### src/rtl/core/stepseq_pkg.sv
// ----------------------------------------------------------------------------
// Stepper phase sequencer package
// Shared types, register codes and coil tables for the stepper sequencer.
// ----------------------------------------------------------------------------
package stepseq_pkg;

  // Number of axes that exist, between one and AXIS_MAX.
  localparam int AXIS_COUNT = 4;
  // Number of axis slots in the transaction fields.
  localparam int AXIS_MAX   = 4;

  // Configuration register indexes.
  localparam logic [2:0] REG_ACTIVE    = 3'd0;
  localparam logic [2:0] REG_FOUR_PIN  = 3'd1;
  localparam logic [2:0] REG_FULL_STEP = 3'd2;
  localparam logic [2:0] REG_ENABLE1   = 3'd3;
  localparam logic [2:0] REG_ENABLE2   = 3'd4;

  // Command codes carried in the mode field.
  localparam logic MODE_STEP   = 1'b0;
  localparam logic MODE_ENABLE = 1'b1;

  typedef struct packed {
    logic       mode;
    logic [7:0] steps_axis0;
    logic [7:0] steps_axis1;
    logic [7:0] steps_axis2;
    logic [7:0] steps_axis3;
    logic [3:0] direction_bits;
    logic [1:0] target_axis;
    logic       enable_on;
    logic       force_phase;
  } step_item_t;

  typedef struct packed {
    logic [15:0] coil_pins;
    logic [7:0]  enable_pins;
    logic [3:0]  enabled_status;
  } result_item_t;

  // Per-axis configuration bits.
  typedef struct packed {
    logic active;
    logic four_pin;
    logic full_step;
    logic enable1;
    logic enable2;
  } lane_cfg_t;

  // Per-axis slice of one command.
  typedef struct packed {
    logic       mode;
    logic [7:0] steps;
    logic       count_up;
    logic       selected;
    logic       enable_on;
    logic       force_phase;
  } lane_cmd_t;

  // Levels an axis shows after the current command.
  typedef struct packed {
    logic [3:0] coils;
    logic [1:0] enables;
    logic       enabled;
  } lane_out_t;

  function automatic logic [3:0] half4_coils(input logic [2:0] idx);
    logic [3:0] c;
    case (idx)
      3'd0:    c = 4'd10;
      3'd1:    c = 4'd8;
      3'd2:    c = 4'd9;
      3'd3:    c = 4'd1;
      3'd4:    c = 4'd5;
      3'd5:    c = 4'd4;
      3'd6:    c = 4'd6;
      default: c = 4'd2;
    endcase
    return c;
  endfunction

  function automatic logic [3:0] full4_coils(input logic [1:0] idx);
    logic [3:0] c;
    case (idx)
      2'd0:    c = 4'd10;
      2'd1:    c = 4'd9;
      2'd2:    c = 4'd5;
      default: c = 4'd6;
    endcase
    return c;
  endfunction

  function automatic logic [3:0] full2_coils(input logic [1:0] idx);
    logic [3:0] c;
    case (idx)
      2'd0:    c = 4'd3;
      2'd1:    c = 4'd2;
      2'd2:    c = 4'd0;
      default: c = 4'd1;
    endcase
    return c;
  endfunction

  // Coil levels for a step index under the axis's table choice.
  function automatic logic [3:0] phase_coils(input lane_cfg_t cfg, input logic [2:0] idx);
    logic [3:0] c;
    if (!cfg.four_pin) begin
      c = full2_coils(idx[1:0]);
    end else if (cfg.full_step) begin
      c = full4_coils(idx[1:0]);
    end else begin
      c = half4_coils(idx);
    end
    return c;
  endfunction

endpackage

### src/rtl/core/stepseq_lane.sv
// ----------------------------------------------------------------------------
// Stepper sequencer axis lane
// Holds one axis's step index, coil and enable levels and applies a command.
// ----------------------------------------------------------------------------
module stepseq_lane (
  input  logic                  clk,
  input  logic                  rst,
  input  logic                  accept,
  input  stepseq_pkg::lane_cfg_t cfg,
  input  stepseq_pkg::lane_cmd_t cmd,
  output stepseq_pkg::lane_out_t levels
);
  import stepseq_pkg::*;

  logic [2:0] step_index;
  logic [3:0] coil_levels;
  logic [1:0] enable_levels;
  logic [2:0] step_index_next;
  logic [3:0] coil_levels_next;
  logic [1:0] enable_levels_next;
  logic       enabled_next;

  always_comb begin
    step_index_next    = step_index;
    coil_levels_next   = coil_levels;
    enable_levels_next = enable_levels;
    if (cmd.mode == MODE_STEP) begin
      if (cmd.steps != 8'd0) begin
        // Only the low three bits of the count matter modulo eight.
        if (cmd.count_up) begin
          step_index_next = step_index + cmd.steps[2:0];
        end else begin
          step_index_next = step_index - cmd.steps[2:0];
        end
        if (cfg.active) begin
          coil_levels_next = phase_coils(cfg, step_index_next);
        end
      end
    end else if (cmd.selected && cfg.active) begin
      if (cfg.enable1) begin
        enable_levels_next[0] = cmd.enable_on;
        if (cfg.enable2) begin
          enable_levels_next[1] = cmd.enable_on;
        end
      end else if (cfg.four_pin) begin
        if (!cmd.enable_on) begin
          coil_levels_next = 4'd0;
        end else if (cmd.force_phase) begin
          coil_levels_next = phase_coils(cfg, step_index);
        end
      end
    end
  end

  always_comb begin
    if (!cfg.active) begin
      enabled_next = 1'b0;
    end else if (cfg.enable1) begin
      enabled_next = enable_levels_next[0] && (!cfg.enable2 || enable_levels_next[1]);
    end else if (!cfg.four_pin) begin
      enabled_next = 1'b1;
    end else begin
      enabled_next = coil_levels_next != 4'd0;
    end
  end

  always_ff @(posedge clk) begin
    if (rst) begin
      step_index    <= 3'd0;
      coil_levels   <= 4'd0;
      enable_levels <= 2'd0;
    end else if (accept) begin
      step_index    <= step_index_next;
      coil_levels   <= coil_levels_next;
      enable_levels <= enable_levels_next;
    end
  end

  assign levels.coils   = coil_levels_next;
  assign levels.enables = enable_levels_next;
  assign levels.enabled = enabled_next;

endmodule

### src/rtl/core/stepseq_merge.sv
// ----------------------------------------------------------------------------
// Stepper sequencer result merge
// Packs the lane levels into a result and buffers it in an output register
// backed by a skid register.
// ----------------------------------------------------------------------------
module stepseq_merge (
  input  logic                                          clk,
  input  logic                                          rst,
  input  logic                                          accept,
  input  stepseq_pkg::lane_out_t [stepseq_pkg::AXIS_MAX-1:0] lanes,
  output logic                                          busy,
  output logic                                          result_valid,
  input  logic                                          result_stall,
  output stepseq_pkg::result_item_t                     result
);
  import stepseq_pkg::*;

  result_item_t merged;
  result_item_t skid;
  logic         skid_valid;
  logic         out_fire;

  always_comb begin
    for (int a = 0; a < AXIS_MAX; a++) begin
      merged.coil_pins[4*a +: 4]   = lanes[a].coils;
      merged.enable_pins[2*a +: 2] = lanes[a].enables;
      merged.enabled_status[a]     = lanes[a].enabled;
    end
  end

  assign out_fire = result_valid && !result_stall;
  assign busy     = skid_valid;

  always_ff @(posedge clk) begin
    if (rst) begin
      result_valid <= 1'b0;
      skid_valid   <= 1'b0;
    end else if (out_fire) begin
      if (skid_valid) begin
        skid_valid <= 1'b0;
      end else if (!accept) begin
        result_valid <= 1'b0;
      end
    end else if (accept) begin
      if (!result_valid) begin
        result_valid <= 1'b1;
      end else begin
        skid_valid <= 1'b1;
      end
    end
  end

  always_ff @(posedge clk) begin
    if (out_fire) begin
      if (skid_valid) begin
        result <= skid;
      end else if (accept) begin
        result <= merged;
      end
    end else if (accept) begin
      if (!result_valid) begin
        result <= merged;
      end else begin
        skid <= merged;
      end
    end
  end

endmodule

### src/rtl/core/stepper_phase_sequencer_unit.sv
// ----------------------------------------------------------------------------
// Stepper phase sequencer
// Four-axis bipolar stepper coil driver with half-step and full-step tables.
// ----------------------------------------------------------------------------
// Each accepted step transaction moves every axis with a nonzero count by that
// count modulo eight and redrives the coils of each such axis that is active,
// and each enable transaction switches one active axis; either kind returns
// exactly one result transaction with all coil pins, enable pins and the
// enabled status as they stand after the command. The block takes one
// transaction per clock cycle while step_stall is low and registers each result
// in the output register, or in the skid register while a stalled result waits.
// The per-axis lanes each apply a small add and a table lookup combinationally.
// An output register plus a skid register lets a new transaction be accepted
// while a result waits; step_stall rises only when both hold results.
// Configuration writes must be issued only while the block is idle.
module stepper_phase_sequencer_unit (
  input  logic                      clk,
  input  logic                      rst,
  input  logic                      cfg_we,
  input  logic [2:0]                cfg_index,
  input  logic [3:0]                cfg_data,
  input  logic                      step_valid,
  output logic                      step_stall,
  input  stepseq_pkg::step_item_t   step_item,
  output logic                      result_valid,
  input  logic                      result_stall,
  output stepseq_pkg::result_item_t result
);
  import stepseq_pkg::*;

  logic [3:0] active_axes;
  logic [3:0] four_pin_axes;
  logic [3:0] full_step_axes;
  logic [3:0] enable1_axes;
  logic [3:0] enable2_axes;

  logic                     accept;
  logic                     busy;
  logic [AXIS_MAX-1:0][7:0] steps;
  lane_out_t [AXIS_MAX-1:0] lanes;

  // Configuration registers; writes to unknown indexes are dropped.
  always_ff @(posedge clk) begin
    if (rst) begin
      active_axes    <= 4'hF;
      four_pin_axes  <= 4'hF;
      full_step_axes <= 4'h0;
      enable1_axes   <= 4'h0;
      enable2_axes   <= 4'h0;
    end else if (cfg_we) begin
      unique case (cfg_index)
        REG_ACTIVE:    active_axes    <= cfg_data;
        REG_FOUR_PIN:  four_pin_axes  <= cfg_data;
        REG_FULL_STEP: full_step_axes <= cfg_data;
        REG_ENABLE1:   enable1_axes   <= cfg_data;
        REG_ENABLE2:   enable2_axes   <= cfg_data;
        default: ;
      endcase
    end
  end

  assign step_stall = busy;
  assign accept     = step_valid && !step_stall;

  assign steps[0] = step_item.steps_axis0;
  assign steps[1] = step_item.steps_axis1;
  assign steps[2] = step_item.steps_axis2;
  assign steps[3] = step_item.steps_axis3;

  // One lane per existing axis; missing axes read as zero.
  for (genvar a = 0; a < AXIS_MAX; a++) begin : g_axis
    if (a < AXIS_COUNT) begin : g_lane
      lane_cfg_t lane_cfg;
      lane_cmd_t lane_cmd;

      assign lane_cfg.active    = active_axes[a];
      assign lane_cfg.four_pin  = four_pin_axes[a];
      assign lane_cfg.full_step = full_step_axes[a];
      assign lane_cfg.enable1   = enable1_axes[a];
      assign lane_cfg.enable2   = enable2_axes[a];

      assign lane_cmd.mode        = step_item.mode;
      assign lane_cmd.steps       = steps[a];
      assign lane_cmd.count_up    = step_item.direction_bits[a];
      assign lane_cmd.selected    = step_item.target_axis == 2'(a);
      assign lane_cmd.enable_on   = step_item.enable_on;
      assign lane_cmd.force_phase = step_item.force_phase;

      stepseq_lane u_lane (
        .clk    (clk),
        .rst    (rst),
        .accept (accept),
        .cfg    (lane_cfg),
        .cmd    (lane_cmd),
        .levels (lanes[a])
      );
    end else begin : g_absent
      assign lanes[a] = '0;
    end
  end

  stepseq_merge u_merge (
    .clk          (clk),
    .rst          (rst),
    .accept       (accept),
    .lanes        (lanes),
    .busy         (busy),
    .result_valid (result_valid),
    .result_stall (result_stall),
    .result       (result)
  );

`ifndef SYNTHESIS
  // A transaction is held off only while a result is already waiting.
  assert property (@(posedge clk) disable iff (rst) step_stall |-> result_valid)
    else $error("input stalled with an empty output register");

  // Every accepted transaction leaves a result in the output register.
  assert property (@(posedge clk) disable iff (rst) accept |=> result_valid)
    else $error("accepted transaction produced no result");

  // With nothing accepted and the result taken, the output drains.
  assert property (@(posedge clk) disable iff (rst)
    (result_valid && !result_stall && !step_stall && !accept) |=> !result_valid)
    else $error("result repeated after it was taken");

  // A stalled output with a free skid stage still accepts and then fills it.
  assert property (@(posedge clk) disable iff (rst)
    (accept && result_valid && result_stall) |=> step_stall)
    else $error("result lost while the output was stalled");
`endif

endmodule
### config.mk
export PLATFORM = sky130hd
export DESIGN_NAME = stepper_phase_sequencer_unit
export DESIGN_NICKNAME = d
export VERILOG_FILES = /design/src/rtl/core/stepseq_pkg.sv /design/src/rtl/core/stepseq_lane.sv /design/src/rtl/core/stepseq_merge.sv /design/src/rtl/core/stepper_phase_sequencer_unit.sv
export SDC_FILE = /design/constraint.sdc
export NUM_CORES = 1
export LEC_CHECK = 0
export BUFFER_PORTS_ARGS = -buffer_cell sky130_fd_sc_hd__buf_2
export CAP_MARGIN = 20
export CORE_MARGIN = 2
export CORE_UTILIZATION = 45
export CTS_BUF_LIST = sky130_fd_sc_hd__clkbuf_4 sky130_fd_sc_hd__clkbuf_8
export CTS_CLUSTER_SIZE = 20
export DETAILED_ROUTE_END_ITERATION = 12
export PLACE_DENSITY = 0.66
export SETUP_SLACK_MARGIN = 0.5
export SYNTH_ARGS = -nofsm -noshare
export SYNTH_HDL_FRONTEND = slang
export SYNTH_SLANG_ARGS = --single-unit
### constraint.sdc
create_clock -name clk -period 2.9 [get_ports clk]
set_input_delay 0 -clock clk [delete_from_list [all_inputs] [get_ports clk]]
set_output_delay 0 -clock clk [all_outputs]
set_load 0.02 [all_outputs]
==> summary.md, run 1 <==
| Metric | Value |
|---|---|
| Status | finished, violations left |
| Violated checks | negative setup slack |
| Overflow left after global routing | 0 |
| Cell area after layout | 9840 um^2 |
| IO buf count | 82 |
| Synth cell types | 79 |
| Maximum clock frequency | 0.331 GHz |
| Max-slew headroom | 33.6% |
| Max Clock Skew | 0.0119 ns |
| DIE AREA | 17200 um^2 |
| Cell Pwr Density | 541 nW/um^2 |
| Critical path peak fanout | 4 |
| Final Critical Period | 3.02 ns |
| Worst Tran Pin Value | 0.996 ns |
| H-tree depth | 4 |
| Layout cells sized above 1 | 37.6% |
| PnR worst setup slack | -0.120 ns |
| Synth area leaders | edfxtp_1 (23%), dfxtp_1 (16%), ha_1 (8.9%) |
| Initial antenna violation count | 0 |
| GRT Total Usage | 22.0% |
| Antenna Violating Nets Remaining | 0 |
| Insertion delay to the later sink of the worst-skew pair | 0.44 ns |
| Max-cap violations | 0 |
| Hold Fails Final Rpt | 0 |
| Multi-input logic area | 4840 um^2 |
| Nets@finish | 1040 |
| CP required | 3.10 ns |
| Net Count, Synth | 885 |
| I/O pin total | 83 |
| DRT Pass-1 Iters | 5 |
| Netlist Area Pre-Place | 7290 um^2 |
| CTS Buf Count | 17 |
| Post-synthesis async set-or-reset flop share | 0% |
| Largest net degree at the start of global routing | 46 |
| Initial Utilization | 45.9% |
| R2R setup slack | -0.12 ns |
| Average cell area after synthesis | 9.40 um^2 |
| Starting DRT DRC Count | 379 |
| RSZ-0062 raised after global routing | true |
| Cell taking the most area after synthesis | edfxtp_1 |
| Longest Clk Path Bufs | 2 |
| TritonCTS clock tree | yes |
| Area growth from synthesis to layout | 34.9% |
| Vias | 6416 |
| First-pass GRT wire length | 30.5 mm |
| Clk root buf | clkbuf_8 |
| DRC Markers | 0 |
| Avg WL per Cell | 16.6 um |
| Leak | 4.12 nW |
| Hold WC Path Type | primary input to register |
| Max Transition Viols Final | 0 |
| Via/cell ratio | 5.53 |
| Post-Syn Instances | 776 |
| Worst VDD drop | 0.351 mV |
| Clock slew seen by the registers of the worst setup and hold paths | 0.08 ns |
| Syn. warnings | 0 |
| Seq/Total Area, Yosys | 39.0% |
| Placer Congestion | 0.921 |
| Setup crit start kind | register |
| Area share of the largest cell type after synthesis | 23.1% |
| Area of the core | 15900 um^2 |
| Fillers | 1341 |
| #FFs+latches synth | 114 |
| Die Y | 131 um |
| Arr. time, crit path | 3.22 ns |
| Vias in the first global route | 6098 |
| Post-synth top flop | dfxtp_1 |
| DIE WIDTH | 131 um |
| Antenna diodes | 0 |
| Period Utilization, post-route | 104% |
| Hpwl dp | 13.5 mm |
| Clk sinks | 114 |
| Cell Rows | 46 |
| Final Core Density | 61.9% |
| EDFF count, synth | 56 |
| CP Capture Type | register |
| Setup CP Type | register to register |
| Post-DP Area | 8590 um^2 |
| Final wirelength | 19.3 mm |
| Setup Viol. Count Final | 2 |
| Area of all sequential standard cells | 2860 um^2 |
-- stage by stage --
step	setup TNS (ns)	hold WS [ns]	cells	setup slack, ns	total power, W
floorplan	-0.131	0.144	776	-0.131	0.00296
global placement	-0.774	0.301	1092	-0.299	0.00338
detailed placement	-1.29	0.310	1092	-0.382	0.00343
CTS	-0.0870	0.0632	1146	-0.0609	0.00517
global route	-0.511	0.140	1160	-0.197	0.00559
finish	-0.202	0.105	1160	-0.120	0.00532
-- power by group --
part	leakage (nW)	total [W]	switching [W]	internal [W]
combinational	2.91	0.00191	0.000968	0.000943
clock	0.202	0.00148	0.000713	0.000769
sequential	1.01	0.00192	0.0000740	0.00185
total	4.12	0.00532	0.00175	0.00356
-- final timing paths --
path / startpoint / endpoint / depth (start not counted)
setup reg to reg: g_axis[2].g_lane.u_lane.step_index[0]$_SDFFE_PP0P_ / u_merge.result[2]$_DFFE_PP_ / 12
hold reg to reg: g_axis[1].g_lane.u_lane.coil_levels[1]$_SDFFE_PP0P_ / g_axis[1].g_lane.u_lane.coil_levels[1]$_SDFFE_PP0P_ / 2
setup / recovery: g_axis[2].g_lane.u_lane.step_index[0]$_SDFFE_PP0P_ / u_merge.result[2]$_DFFE_PP_ / 12
hold / removal: cfg_index[0] / active_axes[3]$_SDFFE_PP1P_ / 4
-- worst max-delay path: stages (launching register included) --
cell     delay [ns]
dfxtp_4        0.36
ha_4           0.16
fa_2           0.58
inv_2          0.08
ha_4           0.17
nor2_4         0.13
buf_4          0.13
nor3_1         0.04
mux2_4         0.29
o22ai_4        0.13
o41ai_4        0.12
o31a_1         0.33
mux2_4         0.26
-- sequential cells by signal (all words and copies together), names as in the netlist --
register,cells
u_merge.result,28
u_merge.skid,28
g_axis.g_lane.u_lane.coil_levels,16
g_axis.g_lane.u_lane.step_index,12
g_axis.g_lane.u_lane.enable_levels,8
active_axes,4
enable1_axes,4
enable2_axes,4
four_pin_axes,4
full_step_axes,4
u_merge.busy,1
u_merge.result_valid,1
-- synth_stat cells, types with 6 or more instances --
| library cell | instances |
|---|---|
| a211o_1 | 6 |
| a31oi_1 | 7 |
| or3_1 | 9 |
| inv_1 | 65 |
| nand3_1 | 7 |
| and3_1 | 7 |
| nor2b_1 | 13 |
| mux2i_1 | 38 |
| nor3_1 | 25 |
| edfxtp_1 | 56 |
| a21oi_1 | 48 |
| dfxtp_1 | 58 |
| nand2_1 | 47 |
| nor4_1 | 7 |
| nand2b_1 | 12 |
| o211ai_1 | 9 |
| clkbuf_1 | 23 |
| mux2_2 | 17 |
| ha_1 | 52 |
| buf_2 | 8 |
| a211oi_1 | 22 |
| o21ai_0 | 13 |
| nor2_1 | 113 |
-- kinds of logic (layout without fill, tap and decap cells) --
| kind of cell | after synthesis | in the layout | share of synthesized area (%) |
|---|---|---|---|
| mux | 58 | 58 | 8.46 |
| buf+inv | 101 | 269 | 5.35 |
| flops | 114 | 114 | 39.0 |
| simple gates | 267 | 267 | 17.6 |
| compound gates | 172 | 172 | 17.8 |
| xor+xnor | 8 | 8 | 1.72 |
| fa+ha+maj | 56 | 56 | 10.0 |
-- area by class of cell --
class / instances / area share (%)
flip-flops and latches: 114 / 29.0
repair buffers: 170 / 12.2
inverters: 67 / 2.79
multi-input cells: 561 / 49.2
clock inverters: 15 / 1.60
clock buffers: 17 / 2.38
well taps: 216 / 2.75
-- routing by layer --
layer | share of wire [%] | GRT usage, %
met1 | 46 | 29.9
met4 | 1.6 | 7.67
met3 | 5.4 | 3.70
met2 | 47 | 35.8
met5 | 0 | 0
-- what timing repair did --
item / CTS / global route
gates resized for setup: 80 / 46
buffers inserted: 15 / 14
hold endpoints to repair: 22 / 0
setup endpoints to repair: 53 / 55
hold buffers: 7 / 0
pin swaps: 28 / 20
-- cells in the final DEF (no fill, tap or decap), types with 6 or more instances in the layout --
| master | n |
|---|---|
| a211o_1 | 6 |
| inv_2 | 13 |
| nand2b_1 | 12 |
| or3_1 | 8 |
| a211oi_1 | 12 |
| a21oi_1 | 37 |
| edfxtp_1 | 56 |
| nand2_1 | 40 |
| nand2_2 | 7 |
| inv_1 | 46 |
| nor3_1 | 20 |
| clkbuf_8 | 17 |
| buf_6 | 30 |
| nor2_1 | 107 |
| mux2_4 | 17 |
| inv_4 | 7 |
| dlygate4sd3_1 | 7 |
| dfxtp_1 | 54 |
| o21ai_0 | 12 |
| a21oi_2 | 10 |
| mux2i_1 | 37 |
| and3_1 | 7 |
| buf_4 | 51 |
| ha_4 | 26 |
| nor2b_1 | 12 |
| clkinv_4 | 6 |
| a211oi_2 | 11 |
| o211ai_1 | 9 |
| nand3_1 | 7 |
| ha_1 | 26 |
| buf_2 | 82 |
No activity file was read; power rests on OpenSTA's default activity.
==> run 2: changes to the inputs <==
--- a/config.mk
+++ b/config.mk
@@ -12,8 +12,8 @@
 export CTS_BUF_LIST = sky130_fd_sc_hd__clkbuf_4 sky130_fd_sc_hd__clkbuf_8
 export CTS_CLUSTER_SIZE = 20
 export DETAILED_ROUTE_END_ITERATION = 12
-export PLACE_DENSITY = 0.66
-export SETUP_SLACK_MARGIN = 0.5
+export PLACE_DENSITY = 0.67
 export SYNTH_ARGS = -nofsm -noshare
 export SYNTH_HDL_FRONTEND = slang
+export SYNTH_HIERARCHICAL = 1
 export SYNTH_SLANG_ARGS = --single-unit
==> summary.md, run 2 <==
| Metric | Value |
|---|---|
| Status | finished, violations left (unchanged) |
| Violated checks | negative setup slack (unchanged) |
| R2R setup slack | -0.19 ns (was -0.12 ns) |
| Hold WC Path Type | primary input to register (unchanged) |
| #FFs+latches synth | 114 (unchanged) |
| Clock slew seen by the registers of the worst setup and hold paths | 0.07 ns (was 0.08 ns) |
| Hold Fails Final Rpt | 0 (unchanged) |
| Final wirelength | 17.2 mm (was 19.3 mm) |
| Max-slew headroom | 29.8% (was 33.6%) |
| Initial antenna violation count | 0 (unchanged) |
| Seq/Total Area, Yosys | 39.5% (was 39.0%) |
| Initial Utilization | 45.6% (was 45.9%) |
| Top Registers | u_merge/result x28, u_merge/skid x28, g_axis.g_lane.u_lane/coil_levels x16 (was u_merge.result x28, u_merge.skid x28, g_axis.g_lane.u_lane.coil_levels x16) |
| Max Transition Viols Final | 0 (unchanged) |
| Nets@finish | 941 (was 1040) |
| Vias | 5831 (was 6416) |
| RSZ-0062 raised after global routing | true (unchanged) |
| DRT Pass-1 Iters | 5 (unchanged) |
| Synth cell types | 80 (was 79) |
| Commonest non-fill, non-tap cell in the layout | buf_2 (was nor2_1) |
| Cell taking the most area after synthesis | edfxtp_1 (unchanged) |
| Worst R2R Path Depth | 11 (was 12) |
| Via/cell ratio | 5.43 (was 5.53) |
| Net Count, Synth | 803 (was 885) |
| I/O pin total | 83 (unchanged) |
| Worst Tran Pin Value | 1.05 ns (was 0.996 ns) |
| Layout cells sized above 1 | 33.4% (was 37.6%) |
| H-tree depth | 4 (unchanged) |
| IO buf count | 82 (unchanged) |
| Count leader, synth | nor2_1 (unchanged) |
| CP required | 3.09 ns (was 3.10 ns) |
| Leak | 3.88 nW (was 4.12 nW) |
| DIE AREA | 17000 um^2 (was 17200 um^2) |
| Setup Viol. Count Final | 3 (was 2) |
| Fin cells | 1073 (was 1160) |
| Area share of the largest cell type after synthesis | 23.4% (was 23.1%) |
| Cell Pwr Density | 546 nW/um^2 (was 541 nW/um^2) |
| TritonCTS clock tree | yes (unchanged) |
| DIE WIDTH | 130 um (was 131 um) |
| Hold_sp | step_item[8] (was cfg_index[0]) |
| Antenna diodes | 0 (unchanged) |
| Avg WL per Cell | 16.0 um (was 16.6 um) |
| EDFF count, synth | 56 (unchanged) |
| First-pass GRT wire length | 27.4 mm (was 30.5 mm) |
| Reg-to-reg startpoint | g_axis[0].g_lane.u_lane/step_index[0]$_SDFFE_PP0P_ (was g_axis[2].g_lane.u_lane.step_index[0]$_SDFFE_PP0P_) |
| Average cell area after synthesis | 10.2 um^2 (was 9.40 um^2) |
| Final Critical Period | 3.09 ns (was 3.02 ns) |
| Hold slack | 0.0799 ns (was 0.105 ns) |
| CP startpoint | g_axis[0].g_lane.u_lane/step_index[0]$_SDFFE_PP0P_ (was g_axis[2].g_lane.u_lane.step_index[0]$_SDFFE_PP0P_) |
| Placer Congestion | 0.845 (was 0.921) |
| Starting DRT DRC Count | 343 (was 379) |
| Netlist Area Pre-Place | 7190 um^2 (was 7290 um^2) |
| Clk root buf | clkbuf_8 (unchanged) |
| Max-cap violations | 0 (unchanged) |
| CP endpoint | u_merge/result[0]$_DFFE_PP_ (was u_merge.result[2]$_DFFE_PP_) |
| Reg-to-reg critical path endpoint | u_merge/result[0]$_DFFE_PP_ (was u_merge.result[2]$_DFFE_PP_) |
| Area of the core | 15800 um^2 (was 15900 um^2) |
| Synth area leaders | edfxtp_1 (23%), dfxtp_1 (16%), ha_1 (7.0%) (was edfxtp_1 (23%), dfxtp_1 (16%), ha_1 (8.9%)) |
| Max Clock Skew | 0.0108 ns (was 0.0119 ns) |
| Largest net degree at the start of global routing | 58 (was 46) |
| DRC Markers | 0 (unchanged) |
| Most frequent cells in the layout | buf_2 (82), nor2_1 (75), inv_1 (57), buf_4 (57), edfxtp_1 (56) (was nor2_1 (107), buf_2 (82), edfxtp_1 (56)) |
| Longest Clk Path Bufs | 2 (unchanged) |
| GRT Total Usage | 20.6% (was 22.0%) |
| Maximum clock frequency | 0.323 GHz (was 0.331 GHz) |
| Insertion delay to the later sink of the worst-skew pair | 0.44 ns (about the same) |
| Arr. time, crit path | 3.29 ns (was 3.22 ns) |
| Vias in the first global route | 5719 (was 6098) |
| Post-synth top flop | dfxtp_1 (unchanged) |
| Post-Syn Instances | 706 (was 776) |
| Clk sinks | 114 (unchanged) |
| CP Capture Type | register (unchanged) |
| Most frequent cells after synthesis | nor2_1 (76), inv_1 (62), dfxtp_1 (58), edfxtp_1 (56), mux2i_1 (44) (was nor2_1 (113), inv_1 (65), dfxtp_1 (58), edfxtp_1 (56), ha_1 (52)) |
| Setup crit start kind | register (unchanged) |
| Area growth from synthesis to layout | 24.1% (was 34.9%) |
| Syn. warnings | 6 (was 0) |
| Setup CP Type | register to register (unchanged) |
| Cells after DPL | 1021 (was 1092) |
| Hpwl dp | 12.2 mm (was 13.5 mm) |
| CTS Buf Count | 17 (unchanged) |
| Post-synthesis async set-or-reset flop share | 0% (unchanged) |
| Critical path peak fanout | 4 (unchanged) |
| Die Y | 130 um (was 131 um) |
| Cell Rows | 46 (unchanged) |
| Overflow left after global routing | 0 (unchanged) |
| Worst VDD drop | 0.280 mV (was 0.351 mV) |
| Antenna Violating Nets Remaining | 0 (unchanged) |
| PnR worst setup slack | -0.192 ns (was -0.120 ns) |
| Period Utilization, post-route | 107% (was 104%) |
run 2: cell types whose count changed in the layout (fill, tap and decap cells not counted), sizes merged, moves of 6 or more:
cell / before / now
nand2: 47 / 29
nor2: 113 / 76
clkbuf: 17 / 27
ha: 52 / 40
inv: 70 / 62
mux2i: 38 / 44
nand2b: 12 / 24
clkinv: 10 / 4
a21oi: 48 / 22
buf: 163 / 142
mux2: 20 / 30
xor2: 0 / 8
o211ai: 11 / 2
and3: 7 / 1
run 2: worst min path at each step:
stage / endpoint / slack [ns] / depth (start not counted)
global placement: four_pin_axes[1]$_SDFFE_PP1P_ / 0.28 / 3
global route: g_axis[3].g_lane.u_lane/step_index[0]$_SDFFE_PP0P_ / 0.09 / 5
finish: g_axis[3].g_lane.u_lane/step_index[0]$_SDFFE_PP0P_ / 0.08 / 5
detailed placement: active_axes[1]$_SDFFE_PP1P_ / 0.30 / 3
floorplan: u_merge/result_valid$_SDFFE_PP0P_ / 0.07 / 1
CTS: g_axis[3].g_lane.u_lane/step_index[0]$_SDFFE_PP0P_ / 0.06 / 5
run 2: logic make-up (layout without fill, tap and decap cells):
group,Yosys count,in the layout,share of synthesized area [%]
and+or+nand+nor,230,230,17.3
AOI/OAI and AO/OA,134,134,14.0
DFF,114,114,39.5
buffers and inverters,94,245,5.85
muxes,74,74,12.0
adders and majority gates,44,44,8.08
xor gates and xnor gates,16,16,3.20
run 2: per-stage QoR:
stage	utilization (%)	area [um^2]	setup WS, ns	setup TNS [ns]	power [W]
floorplan	-	7240	-0.250	-0.565	0.00285
global placement	51.4	8110	-0.271	-0.717	0.00322
detailed placement	51.4	8110	-0.386	-1.54	0.00327
CTS	55.7	8780	-0.183	-0.626	0.00481
global route	56.6	8920	-0.296	-1.19	0.00513
finish	56.6	8920	-0.192	-0.410	0.00487
run 2: final cells by class:
class	count	area [um^2]
sequential	114	2850
clock inverter	5	50.0
inverter	62	233
tap	216	270
fill	1405	6850
timing repair buffer	151	962
clock buffer	27	340
multi-input combinational	498	4220
run 2: power by group:
part	internal (W)	leakage, nW	switching (W)
Sequential	0.00185	1.01	0.0000688
Combinational	0.000751	2.66	0.000743
Clock	0.000833	0.211	0.000621
Total	0.00344	3.88	0.00143
run 2: critical path, cell delays in order (launching register included):
cell and delay, ns:
dfxtp_2 0.35, ha_4 0.13, inv_2 0.03, fa_2 0.60, inv_2 0.07, ha_4 0.16
or4_4 0.42, a221oi_2 0.25, a311oi_2 0.08, nor4b_2 0.31, a31oi_1 0.15, mux2_4 0.28
run 2: timing repair:
action,in CTS,in global routing
pin swaps,21,18
hold endpoints to repair,22,0
setup buffers,5,6
setup endpoints to repair,10,25
hold buffers,9,0
gates resized for setup,34,23
run 2: layer usage:
metal / share of wire (%) / GRT usage (%)
met5: 0 / 0
met4: 1.7 / 7.13
met3: 4.5 / 4.07
met2: 50 / 36.7
met1: 44 / 25.0
==> run 3: changes to the inputs <==
--- a/config.mk
+++ b/config.mk
@@ -13,6 +13,7 @@
 export CTS_CLUSTER_SIZE = 20
 export DETAILED_ROUTE_END_ITERATION = 12
 export PLACE_DENSITY = 0.67
+export SKIP_LAST_GASP = 1
 export SYNTH_ARGS = -nofsm -noshare
 export SYNTH_HDL_FRONTEND = slang
 export SYNTH_HIERARCHICAL = 1
==> summary.md, run 3 (synthesis results as in run 2) <==
| Metric | Value |
|---|---|
| Largest delay share family, worst path | adder cells (unchanged) |
| Status | finished, violations left (unchanged) |
| Longest Clk Path Bufs | 2 (unchanged) |
| Max-slew headroom | 30.3% (was 29.8%) |
| Max incr delay on CP | 0.60 ns (about the same) |
| Setup Viol. Count Final | 4 (was 3) |
| H-tree depth | 4 (unchanged) |
| Hold_sp | step_item[8] (unchanged) |
| Max-cap violations | 0 (unchanged) |
| Hold WC Path Type | primary input to register (unchanged) |
| Initial Utilization | 45.6% (unchanged) |
| CP max stage cell | fa_2 (unchanged) |
| Antenna diodes | 0 (unchanged) |
| Hold slack | 0.0794 ns (was 0.0799 ns) |
| RSZ-0062 raised after global routing | true (unchanged) |
| Arr. time, crit path | 3.28 ns (was 3.29 ns) |
| Commonest non-fill, non-tap cell in the layout | buf_2 (unchanged) |
| Cell Rows | 46 (unchanged) |
| DRT Pass-1 Iters | 5 (unchanged) |
| Critical path peak fanout | 4 (unchanged) |
| Clock slew seen by the registers of the worst setup and hold paths | 0.07 ns (about the same) |
| First-pass GRT wire length | 27.4 mm (about the same) |
| Max Transition Viols Final | 0 (unchanged) |
| IO buf count | 82 (unchanged) |
| Multi-input logic area | 4210 um^2 (was 4220 um^2) |
| Area of the core | 15800 um^2 (unchanged) |
| Hold Fails Final Rpt | 0 (unchanged) |
| GRT Total Usage | 20.6% (about the same) |
| Cell Pwr Density | 546 nW/um^2 (about the same) |
| Clk sinks | 114 (unchanged) |
| Overall Power | 0.00486 W (was 0.00487 W) |
| CP Capture Type | register (unchanged) |
| P_sw | 0.00143 W (about the same) |
| Top Registers | u_merge/result x28, u_merge/skid x28, g_axis.g_lane.u_lane/coil_levels x16 (unchanged) |
| Largest net degree at the start of global routing | 58 (unchanged) |
| Clock Power Share | 29.9% (about the same) |
| CP required | 3.10 ns (was 3.09 ns) |
| Placer Congestion | 0.845 (unchanged) |
| Comb pwr share | 30.5% (was 30.7%) |
| Overflow left after global routing | 0 (unchanged) |
| DIE AREA | 17000 um^2 (unchanged) |
| Hold depth | 5 (unchanged) |
| I/O pin total | 83 (unchanged) |
| Max Clock Skew | 0.0110 ns (was 0.0108 ns) |
| TritonCTS clock tree | yes (unchanged) |
| Fin cells | 1073 (unchanged) |
| Via/cell ratio | 5.42 (was 5.43) |
| Worst VDD drop | 0.280 mV (about the same) |
| CTS Buf Count | 17 (unchanged) |
| Reg power frac | 39.5% (about the same) |
| Switching Share | 29.4% (about the same) |
| Die Y | 130 um (unchanged) |
| Buf/Inv on CP | 2 (unchanged) |
| Maximum clock frequency | 0.325 GHz (was 0.323 GHz) |
| Final Critical Period | 3.08 ns (was 3.09 ns) |
| Nets@finish | 941 (unchanged) |
| Avg WL per Cell | 16.0 um (about the same) |
| Violated checks | negative setup slack (unchanged) |
| Reg-to-reg startpoint | g_axis[0].g_lane.u_lane/step_index[0]$_SDFFE_PP0P_ (unchanged) |
| Final Core Density | 56.5% (was 56.6%) |
| Fillers | 1411 (was 1405) |
| CP Cell Sequence | ha_4 > inv_2 > fa_2 > inv_2 > ha_4 > or4_4 > a221oi_2 > a311oi_2 > nor4b_2 > a31oi_1 > mux2_2 (was ha_4 > inv_2 > fa_2 > inv_2 > ha_4 > or4_4 > a221oi_2 > a311oi_2 > nor4b_2 > a31oi_1 > mux2_4) |
| Leak | 3.87 nW (was 3.88 nW) |
| Cell internal pwr | 0.00343 W (was 0.00344 W) |
| Vias in the first global route | 5720 (was 5719) |
| Setup TNS | -0.443 ns (was -0.410 ns) |
| Setup CP Type | register to register (unchanged) |
| Clk root buf | clkbuf_8 (unchanged) |
| Worst Tran Pin Value | 1.05 ns (about the same) |
| Initial antenna violation count | 0 (unchanged) |
| Final wirelength | 17.2 mm (about the same) |
| Hpwl dp | 12.2 mm (unchanged) |
| R2R setup slack | -0.18 ns (was -0.19 ns) |
| Area growth from synthesis to layout | 23.9% (was 24.1%) |
| Reg-to-reg critical path endpoint | u_merge/result[0]$_DFFE_PP_ (unchanged) |
| Most frequent cells in the layout | buf_2 (82), nor2_1 (75), buf_4 (58) (was buf_2 (82), nor2_1 (75), inv_1 (57), buf_4 (57), edfxtp_1 (56)) |
| Layout cells sized above 1 | 33.0% (was 33.4%) |
| Setup crit start kind | register (unchanged) |
| Vias | 5821 (was 5831) |
| Area of all sequential standard cells | 2850 um^2 (unchanged) |
| DIE WIDTH | 130 um (unchanged) |
| Starting DRT DRC Count | 348 (was 343) |
| Antenna Violating Nets Remaining | 0 (unchanged) |
| Worst hold endpoint | g_axis[3].g_lane.u_lane/step_index[0]$_SDFFE_PP0P_ (unchanged) |
| DRC Markers | 0 (unchanged) |
| Insertion delay to the later sink of the worst-skew pair | 0.44 ns (about the same) |
| Period Utilization, post-route | 106% (was 107%) |
| PnR worst setup slack | -0.181 ns (was -0.192 ns) |
| Cells after DPL | 1021 (unchanged) |
| Worst R2R Path Depth | 11 (unchanged) |
## run 3: through the flow
step                area, um^2  setup WS (ns)
floorplan                 7240         -0.250
finish                    8900         -0.181
CTS                       8780         -0.183
global placement          8110         -0.271
global route              8900         -0.286
detailed placement        8110         -0.386
## run 3: routing by layer
layer	GRT usage [%]	part of all wire, %	vias up
met2	36.7	50	149
li1	-	-	2856
met5	0	0	-
met4	7.13	1.7	0
met1	25.0	44	2791
met3	4.07	4.4	25
## run 3: tightest hold or removal path: cells and delay by family
| kind | cells | cell delay [ns] |
|---|---|---|
| AND/OR/NAND/NOR | 1 | 0.07 |
| AO/OA/AOI/OAI | 1 | 0.06 |
| adder cells (fa/ha/maj) | 1 | 0.16 |
| buffers and inverters | 2 | 0.20 |
## run 3: power by group through the flow
stage / sequential (W) / clock, W / combinational (W)
6_report: 0.00192 / 0.00145 / 0.00148
3_3_place_gp: 0.00195 / 0 / 0.00127
4_1_cts: 0.00192 / 0.00149 / 0.00141
2_1_floorplan: 0.00201 / 0 / 0.000846
3_5_place_dp: 0.00195 / 0 / 0.00131
5_1_grt: 0.00194 / 0.00156 / 0.00162
## run 3: how the worst max path moves through the flow
| stage | slack [ns] | cells past startpoint | startpoint | end |
|---|---|---|---|---|
| floorplan | -0.25 | 12 | g_axis[0].g_lane.u_lane/step_index[0]$_SDFFE_PP0P_ | u_merge/result[0]$_DFFE_PP_ |
| CTS | -0.18 | 11 | g_axis[3].g_lane.u_lane/step_index[0]$_SDFFE_PP0P_ | u_merge/result[3]$_DFFE_PP_ |
| detailed placement | -0.39 | 12 | step_item[32] | u_merge/result[0]$_DFFE_PP_ |
| finish | -0.18 | 11 | g_axis[0].g_lane.u_lane/step_index[0]$_SDFFE_PP0P_ | u_merge/result[0]$_DFFE_PP_ |
| global route | -0.29 | 11 | g_axis[0].g_lane.u_lane/step_index[0]$_SDFFE_PP0P_ | u_merge/result[0]$_DFFE_PP_ |
| global placement | -0.27 | 12 | step_item[32] | u_merge/result[0]$_DFFE_PP_ |
## run 3: timing repair
action                                  4_1_cts  5_1_grt
endpoints found under the hold margin        22        0
resized for setup                            33       19
hold buffers                                  9        0
setup buffers                                 5        6
endpoints found under the setup margin       10       25
pin swaps                                    21       15
## run 3: area by class of cell
cell class / instances / share of cell area [%]
clock buffer: 27 / 3.82
clock inverter: 5 / 0.562
inverter: 62 / 2.61
multi-input combinational: 498 / 47.2
sequential: 114 / 32.0
tap: 216 / 3.03
timing repair buffer: 151 / 10.8
